==> config.mk <==
export PLATFORM = sky130hd
export DESIGN_NAME = input_column_decoder_core
export DESIGN_NICKNAME = d
export VERILOG_FILES = /design/src/design/icd_pkg.sv /design/src/design/input_column_decoder_core.sv
export VERILOG_INCLUDE_DIRS = /design/src /design/src/design
export SDC_FILE = /design/constraint.sdc
export NUM_CORES = 2
export LEC_CHECK = 0
export BUFFER_PORTS_ARGS = -buffer_cell sky130_fd_sc_hd__buf_4
export CORE_MARGIN = 1.5
export CORE_UTILIZATION = 55
export DETAILED_ROUTE_END_ITERATION = 12
export PLACE_DENSITY = 0.78
export SLEW_MARGIN = 20
export SYNTH_ARGS = -nofsm -noshare
export SYNTH_HDL_FRONTEND = slang
export SYNTH_SLANG_ARGS = --single-unit
==> constraint.sdc <==
create_clock -name clk -period 15.3 [get_ports clk]
set_input_delay 1.53 -clock clk [delete_from_list [all_inputs] [get_ports clk]]
set_output_delay 1.53 -clock clk [all_outputs]
set_load 0.05 [all_outputs]
==> src/design/input_column_decoder_core_macros.svh <==
// Assertion macros for the input column decoder.
`ifndef INPUT_COLUMN_DECODER_CORE_MACROS_SVH
`define INPUT_COLUMN_DECODER_CORE_MACROS_SVH
`ifndef NO_ASSERTIONS
`define ICD_ASSERT_SAME(lbl, clk, rst_n, ante, cons) \
  lbl: assert property (@(posedge clk) disable iff (!rst_n) (ante) |-> (cons)) \
    else $error("icd assertion failed");
`define ICD_ASSERT_NEXT(lbl, clk, rst_n, ante, cons) \
  lbl: assert property (@(posedge clk) disable iff (!rst_n) (ante) |=> (cons)) \
    else $error("icd assertion failed");
`else
`define ICD_ASSERT_SAME(lbl, clk, rst_n, ante, cons)
`define ICD_ASSERT_NEXT(lbl, clk, rst_n, ante, cons)
`endif
`endif

==> src/design/icd_pkg.sv <==
// Types and codes shared by the input column decoder.
`default_nettype none
package icd_pkg;
  localparam logic [1:0] OP_DATA   = 2'd0;
  localparam logic [1:0] OP_START  = 2'd1;
  localparam logic [1:0] OP_END    = 2'd2;
  localparam logic [1:0] OP_IGNORE = 2'd3;

  localparam logic [1:0] KIND_ACTION = 2'd0;
  localparam logic [1:0] KIND_FRAME  = 2'd1;
  localparam logic [1:0] KIND_ERROR  = 2'd2;

  localparam logic [1:0] ERR_MALFORMED = 2'd1;
  localparam logic [1:0] ERR_TRUNCATED = 2'd2;
  localparam logic [1:0] ERR_OVERFLOW  = 2'd3;

  localparam int NUM_SLOTS = 32;

  typedef enum logic [2:0] {
    PH_IDLE = 3'd0,
    PH_MASK = 3'd1,
    PH_REC  = 3'd2,
    PH_VAL  = 3'd3,
    PH_DX   = 3'd4,
    PH_DY   = 3'd5,
    PH_DONE = 3'd6,
    PH_ERR  = 3'd7
  } phase_t;

  typedef struct packed {
    logic [1:0]  op;
    logic [7:0]  data_byte;
    logic [15:0] col_frames;
    logic [63:0] first_tick;
  } in_item_t;

  typedef struct packed {
    logic [1:0]         kind;
    logic [15:0]        frame_index;
    logic [4:0]         action_index;
    logic signed [7:0]  action_value;
    logic [2:0]         action_flags;
    logic signed [31:0] ptr_x;
    logic signed [31:0] ptr_y;
    logic [31:0]        tick;
    logic               last_frame;
    logic [1:0]         error_code;
  } out_item_t;
endpackage
`default_nettype wire

==> src/design/input_column_decoder_core.sv <==
// Input column decoder: mask, records and pointer varints, one byte per item.
// Usage:
//  in_valid/in_stall carry an in_item_t; op selects data byte, start column
//  or end of data. A start item loads frame count and base tick and clears
//  the previous frame, velocities and pointer.
//  out_valid/out_stall carry an out_item_t: action changed, frame complete
//  (pointer, tick, last_frame) or error. After an error the block ignores
//  bytes until the next start item.
//  cfg_valid/cfg_ready write the 64-bit implied value table; cfg_ready is
//  always high. Write it only while the block is idle.
//  Throughput: one item per cycle while in_stall is low. Each byte is decoded
//  by one pass of logic between the input and the output register.
//  A two-entry output stage (output register plus skid register) lets an
//  item be taken while a result waits; in_stall rises only when the skid
//  register holds a result. Items that give no result are always taken
//  unless in_stall is high.
//  Reset (rst_n low, synchronous) empties the output stage, clears the table
//  and returns the decoder to idle.
`default_nettype none
`include "input_column_decoder_core_macros.svh"
module input_column_decoder_core
  import icd_pkg::*;
#(
  parameter int ACTION_LIMIT = 32
) (
  input  wire logic      clk,
  input  wire logic      rst_n,
  input  wire logic      in_valid,
  output logic           in_stall,
  input  wire in_item_t  in_item,
  output logic           out_valid,
  input  wire logic      out_stall,
  output out_item_t      out_item,
  input  wire logic      cfg_valid,
  output logic           cfg_ready,
  input  wire logic [63:0] cfg_data
);
  localparam logic [32:0] LIMIT = 33'(1) << ACTION_LIMIT;
  localparam logic [31:0] ALLOWED = 32'(LIMIT - 33'd1);

  logic [63:0]  implied_r;
  phase_t       phase_r, phase_nxt;
  logic [34:0]  accum_r, accum_nxt;
  logic [2:0]   shift_r, shift_nxt;
  logic [31:0]  mask_r, mask_nxt;
  logic [4:0]   cur_r, cur_nxt;
  logic [2:0]   pflags_r, pflags_nxt;
  logic [10:0]  prev_r [NUM_SLOTS];
  logic [NUM_SLOTS-1:0] prev_v_r, prev_v_nxt;
  logic         prev_we;
  logic [10:0]  prev_wdata;
  logic [31:0]  velx_r, velx_nxt, vely_r, vely_nxt;
  logic [31:0]  posx_r, posx_nxt, posy_r, posy_nxt;
  logic [31:0]  hdvx_r, hdvx_nxt;
  logic [15:0]  done_r, done_nxt, total_r, total_nxt;
  logic [31:0]  tbase_r, tbase_nxt;

  logic         out_v_r, skid_v_r;
  out_item_t    out_r, skid_r, res;
  logic         res_v;
  logic         in_acc, out_fire;

  assign in_stall  = skid_v_r;
  assign in_acc    = in_valid && !skid_v_r;
  assign out_fire  = out_v_r && !out_stall;
  assign out_valid = out_v_r;
  assign out_item  = out_r;
  assign cfg_ready = 1'b1;

  function automatic logic [4:0] lowest(input logic [31:0] m);
    logic [4:0] r;
    r = '0;
    for (int i = 31; i >= 0; i--) begin
      if (m[i]) r = 5'(i);
    end
    return r;
  endfunction

  function automatic logic [31:0] unzig(input logic [31:0] u);
    return (u >> 1) ^ {32{u[0]}};
  endfunction

  logic [7:0]  b;
  logic [5:0]  shamt;
  logic [34:0] acc_new;
  logic        v_over, v_done;
  logic [31:0] v_val;
  logic [2:0]  c_flags;
  logic [7:0]  c_value;
  logic [10:0] c_prev;
  logic [31:0] m_left;
  logic [31:0] vx_sum, vy_sum;
  logic [15:0] fd_inc;

  always_comb begin
    b       = in_item.data_byte;
    shamt   = {shift_r, 3'b000} - {3'b000, shift_r};
    acc_new = (accum_r | (35'(b[6:0]) << shamt));
    v_over  = (shift_r >= 3'd4) && (b[7:4] != 4'd0);
    v_done  = !b[7];
    v_val   = acc_new[31:0];
    c_flags = (phase_r == PH_VAL) ? pflags_r : b[2:0];
    c_value = (phase_r == PH_VAL) ? b : implied_r[{b[2:0], 3'b000} +: 8];
    c_prev  = prev_v_r[cur_r] ? prev_r[cur_r] : 11'd0;
    m_left  = mask_r & ~(32'd1 << cur_r);
    vx_sum  = velx_r + hdvx_r;
    vy_sum  = vely_r + unzig(v_val);
    fd_inc  = done_r + 16'd1;

    phase_nxt = phase_r;   accum_nxt = accum_r;  shift_nxt = shift_r;
    mask_nxt = mask_r;     cur_nxt = cur_r;      pflags_nxt = pflags_r;
    prev_v_nxt = prev_v_r; prev_we = 1'b0;       prev_wdata = {c_flags, c_value};
    velx_nxt = velx_r;     vely_nxt = vely_r;    posx_nxt = posx_r;
    posy_nxt = posy_r;     hdvx_nxt = hdvx_r;    done_nxt = done_r;
    total_nxt = total_r;   tbase_nxt = tbase_r;

    res = '0;
    res.frame_index = done_r;
    res.tick = tbase_r + 32'(done_r);
    res_v = 1'b0;

    if (in_acc) begin
      if (in_item.op == OP_START) begin
        prev_v_nxt = '0;
        velx_nxt = '0; vely_nxt = '0; posx_nxt = '0; posy_nxt = '0;
        hdvx_nxt = '0; accum_nxt = '0; shift_nxt = '0; mask_nxt = '0;
        cur_nxt = '0; pflags_nxt = '0; done_nxt = '0;
        total_nxt = in_item.col_frames;
        tbase_nxt = in_item.first_tick[31:0];
        phase_nxt = (in_item.col_frames == 16'd0) ? PH_DONE : PH_MASK;
      end else if (in_item.op == OP_IGNORE) begin
        phase_nxt = phase_r;
      end else if (phase_r inside {PH_IDLE, PH_DONE, PH_ERR}) begin
        phase_nxt = phase_r;
      end else if (in_item.op == OP_END) begin
        res_v = 1'b1; res.kind = KIND_ERROR; res.error_code = ERR_TRUNCATED;
        phase_nxt = PH_ERR;
      end else begin
        case (phase_r)
          PH_MASK, PH_DX, PH_DY: begin
            if (v_over) begin
              res_v = 1'b1; res.kind = KIND_ERROR; res.error_code = ERR_OVERFLOW;
              phase_nxt = PH_ERR;
            end else if (!v_done) begin
              accum_nxt = acc_new;
              shift_nxt = shift_r + 3'd1;
            end else begin
              accum_nxt = '0;
              shift_nxt = '0;
              if (phase_r == PH_MASK) begin
                if ((v_val & ~ALLOWED) != 32'd0) begin
                  res_v = 1'b1; res.kind = KIND_ERROR;
                  res.error_code = ERR_MALFORMED;
                  phase_nxt = PH_ERR;
                end else begin
                  mask_nxt = v_val;
                  phase_nxt = (v_val == 32'd0) ? PH_DX : PH_REC;
                  if (v_val != 32'd0) cur_nxt = lowest(v_val);
                end
              end else if (phase_r == PH_DX) begin
                hdvx_nxt = unzig(v_val);
                phase_nxt = PH_DY;
              end else begin
                velx_nxt = vx_sum;
                vely_nxt = vy_sum;
                posx_nxt = posx_r + vx_sum;
                posy_nxt = posy_r + vy_sum;
                res_v = 1'b1; res.kind = KIND_FRAME;
                res.ptr_x = posx_r + vx_sum;
                res.ptr_y = posy_r + vy_sum;
                done_nxt = fd_inc;
                res.last_frame = (fd_inc >= total_r);
                phase_nxt = (fd_inc >= total_r) ? PH_DONE : PH_MASK;
              end
            end
          end
          PH_REC, PH_VAL: begin
            if (phase_r == PH_REC && b[7:4] != 4'd0) begin
              res_v = 1'b1; res.kind = KIND_ERROR; res.error_code = ERR_MALFORMED;
              phase_nxt = PH_ERR;
            end else if (phase_r == PH_REC && b[3]) begin
              pflags_nxt = b[2:0];
              phase_nxt = PH_VAL;
            end else if ((phase_r == PH_VAL &&
                          b == implied_r[{pflags_r, 3'b000} +: 8]) ||
                         c_prev == {c_flags, c_value}) begin
              res_v = 1'b1; res.kind = KIND_ERROR; res.error_code = ERR_MALFORMED;
              phase_nxt = PH_ERR;
            end else begin
              prev_we = 1'b1;
              prev_v_nxt[cur_r] = 1'b1;
              mask_nxt = m_left;
              phase_nxt = (m_left == 32'd0) ? PH_DX : PH_REC;
              if (m_left != 32'd0) cur_nxt = lowest(m_left);
              res_v = 1'b1; res.kind = KIND_ACTION;
              res.action_index = cur_r;
              res.action_value = c_value;
              res.action_flags = c_flags;
            end
          end
          default: phase_nxt = phase_r;
        endcase
      end
    end
  end

  always_ff @(posedge clk) begin
    if (!rst_n) begin
      implied_r <= '0;
      phase_r <= PH_IDLE; accum_r <= '0; shift_r <= '0; mask_r <= '0;
      cur_r <= '0; pflags_r <= '0; prev_v_r <= '0;
      velx_r <= '0; vely_r <= '0; posx_r <= '0; posy_r <= '0; hdvx_r <= '0;
      done_r <= '0; total_r <= '0; tbase_r <= '0;
      out_v_r <= 1'b0; skid_v_r <= 1'b0;
    end else begin
      if (cfg_valid) implied_r <= cfg_data;
      phase_r <= phase_nxt; accum_r <= accum_nxt; shift_r <= shift_nxt;
      mask_r <= mask_nxt; cur_r <= cur_nxt; pflags_r <= pflags_nxt;
      prev_v_r <= prev_v_nxt;
      velx_r <= velx_nxt; vely_r <= vely_nxt; posx_r <= posx_nxt;
      posy_r <= posy_nxt; hdvx_r <= hdvx_nxt;
      done_r <= done_nxt; total_r <= total_nxt; tbase_r <= tbase_nxt;
      if (skid_v_r) begin
        if (out_fire) begin
          out_r <= skid_r;
          skid_v_r <= 1'b0;
        end
      end else if (res_v) begin
        if (!out_v_r || out_fire) begin
          out_r <= res;
          out_v_r <= 1'b1;
        end else begin
          skid_r <= res;
          skid_v_r <= 1'b1;
        end
      end else if (out_fire) begin
        out_v_r <= 1'b0;
      end
    end
  end

  always_ff @(posedge clk) begin
    if (prev_we) prev_r[cur_r] <= prev_wdata;
  end

  `ICD_ASSERT_SAME(a_skid_behind_out, clk, rst_n, skid_v_r, out_v_r)
  `ICD_ASSERT_SAME(a_frames_bound, clk, rst_n, 1'b1, done_r <= total_r)
  `ICD_ASSERT_NEXT(a_err_sticky, clk, rst_n, phase_r == PH_ERR && !(in_acc && in_item.op == OP_START), phase_r == PH_ERR)
endmodule
`default_nettype wire
==> results.cfg <==
[logic_synthesis]
seq_area_frac_synth = 0.5386
synth-warning-count = 0
synth-edff-count = 618
synth.ff_latch_count = 1023
synth_largest_area_cell = edfxtp_1
synth_top_area_share = 0.3748
async_flop_share = 0
synthesis.area_um2 = 49510
synth.distinct_cells = 86
syn_inst = 4367
synth_fp_nets = 4695
yosys-top-cells-area = edfxtp_1 37%, dfxtp_1 16%, mux4_2 4.7%
syn-mean-instance-area_um2 = 11.34
synth-main-ff-cell = edfxtp_1

[floorplanning]
ios = 295
chipHeight_um = 303.0
die_w_um = 303.0
dieArea_um2 = 91830
row_count = 109
initial_core_util = 0.5576
core_um2 = 88780

[layout]
syn_to_final_growth_pct = 13.87
fin_cells = 5840
layout-drive-gt1-share = 0.1582
fin_util = 0.6350
mostFrequentLayoutCells = 618 x edfxtp_1, 439 x nor2_1, 401 x dfxtp_1, 349 x buf_4, 325 x nand2_1
fill_cells = 6741
seq_area_um2 = 26680
multi_input_area_um2 = 21620
nNetsFinal = 4909
layout_commonest_cell = edfxtp_1

[sta]
final.min_clock_period_ps = 9154
maxSlewViolCount = 0
fin_tns_setup_ps = 0
rsz0062_at_grt = false
hold_viol = 0
min_period_over_period = 0.5983
clock_skew_ps = 26.65
worst_pin_slew_ps = 1138
fmax_ghz = 0.1092
slew_headroom = 0.2199
finalSetupViolCount = 0
setup_ws_ps = 6146

[setup_path]
max_stage_delay_ps = 790
cpMostUsedCell = ha_1
worstPathMaxFanout = 37
end_kind = register
arrival_ps = 9590
critical-path-slowest-cell = ha_1
worstSetupPathType = register to register
worstPathRequired_ps = 15740
cp-start-kind = register

[drt]
final_antenna_net_count = 0
drt-total-wl_um = 134000
initialDrtViolationCount = 3586
first_pass_iters = 6
via_count = 36620
vias_per_cell = 6.271
drc = 0
wl_per_cell_um = 22.95

[clock_network]
post_cts_buffers = 0
clockRootBuffer = clkbuf_16
clkLatencyLatePin_ps = 700
cts_tree = built
cts-buffers-inserted = 104
cts_max_level = 3
clockBufferDepth = 3
path_clk_slew_ps = 60
cts_resized = 0
ctsHoldBuffers = 0
clock_sinks = 1023

[global_route]
grt_pass1_wl_um = 203000
antenna_found_initial = 5
grt_pass1_vias = 35180
grtUsageTotal = 0.2868
grt_overflow = 0
grt_max_degree = 110

[pwr]
power_density_nw_per_um2 = 113.2
peakVddDrop_uv = 99.05
p_leak_nw = 22.30

[min_path]
hp-class = register to register

[place]
dpl.cell_count = 5640
place.gp.congestion = 0.9770
dp_hpwl_um = 90350
pre_cts_ws_ps = 6304
numPortBuffers = 261

[flow_run]
drv_cap = 0

[run_status]
outcome = complete, no violations
-- where the power goes --
part           leakage (nW)  switching (W)  internal, W
clock network          1.76        0.00111      0.00159
registers              9.17      0.0000309      0.00296
logic                  11.4       0.000450     0.000244
-- cells by family after synthesis --
kind of cell	Yosys count	synth area share
simple gates	1258	0.1187
compound gates	1064	0.1440
flops	1023	0.5386
buf+inv	329	0.02664
mux	323	0.09290
xor+xnor	200	0.03566
fa+ha+maj	169	0.04347
other cells	1	0.00007574
-- worst paths after layout --
check	cells past startpoint	slack, ps	to	start
setup / recovery	32	6150	out_item[66]	shift_r[0]
hold / removal	2	450	prev_v_r[20]	prev_v_r[20]
setup reg to reg	32	6150	out_item[66]	shift_r[0]
hold reg to reg	2	450	prev_v_r[20]	prev_v_r[20]
-- state kept, by name, indices dropped and copies added (netlist names), 32 cells and up, named ones only --
signal and count:
prev_v_r 32, posx_r 32, vely_r 32, prev_r 352
hdvx_r 32, out_item 133, mask_r 32, skid_r 133
posy_r 32, implied_r 64, velx_r 32, accum_r 32
tbase_r 32
-- worst max-delay path, delay by kind of cell, from the launching register on --
kind / cells / cell delay (ps)
AO/OA/AOI/OAI: 15 / 2990
adder cells (fa/ha/maj): 6 / 2630
AND/OR/NAND/NOR: 5 / 1160
buffers and inverters: 3 / 1020
XOR/XNOR: 3 / 700
flip-flops: 1 / 300
-- per-stage QoR --
stage	hold WS (ps)	power (W)	area [um^2]
2_1_floorplan	419.4	0.003509	49510
3_3_place_gp	430.3	0.003713	52700
3_5_place_dp	441.0	0.003727	52720
4_1_cts	455.9	0.006396	56350
5_1_grt	472.4	0.006569	56380
6_report	453.1	0.006384	56380
-- cell usage after synthesis (34+ instances only) --
cell / instances
a21o_1: 158
nor3_1: 72
edfxtp_1: 618
mux2_2: 62
a22o_1: 38
and3_1: 38
o21ai_0: 177
ha_1: 164
nand2_1: 326
a21oi_1: 260
clkbuf_1: 187
xnor2_1: 116
nor2b_1: 34
inv_1: 84
o21a_1: 36
dfxtp_1: 405
nand3_1: 82
o2bb2ai_1: 49
mux2i_1: 158
and2_1: 53
a22oi_1: 119
mux4_2: 103
nor2_1: 450
xor2_1: 83
a31oi_1: 40
nand2b_1: 49
-- layout make-up --
cell class	instances	share of cell area
diodes	4	0.0001775
clock buffers	127	0.04934
clock inverters	69	0.01509
inverters	87	0.005926
multi-input cells	3015	0.3836
flip-flops and latches	1023	0.4732
well taps	1165	0.02586
repair buffers	350	0.04683
-- per-layer routing --
layer / share of wire / track usage / vias up / wire [um]
met2: 0.48 / 0.4687 / 1664 / 63700
met5: 0.000067 / 0 / - / 9
met4: 0.035 / 0.1091 / 2 / 4755
li1: - / - / 16730 / -
met3: 0.086 / 0.04798 / 306 / 11510
met1: 0.40 / 0.3841 / 17920 / 54060
No activity file was read; power rests on OpenSTA's default activity.
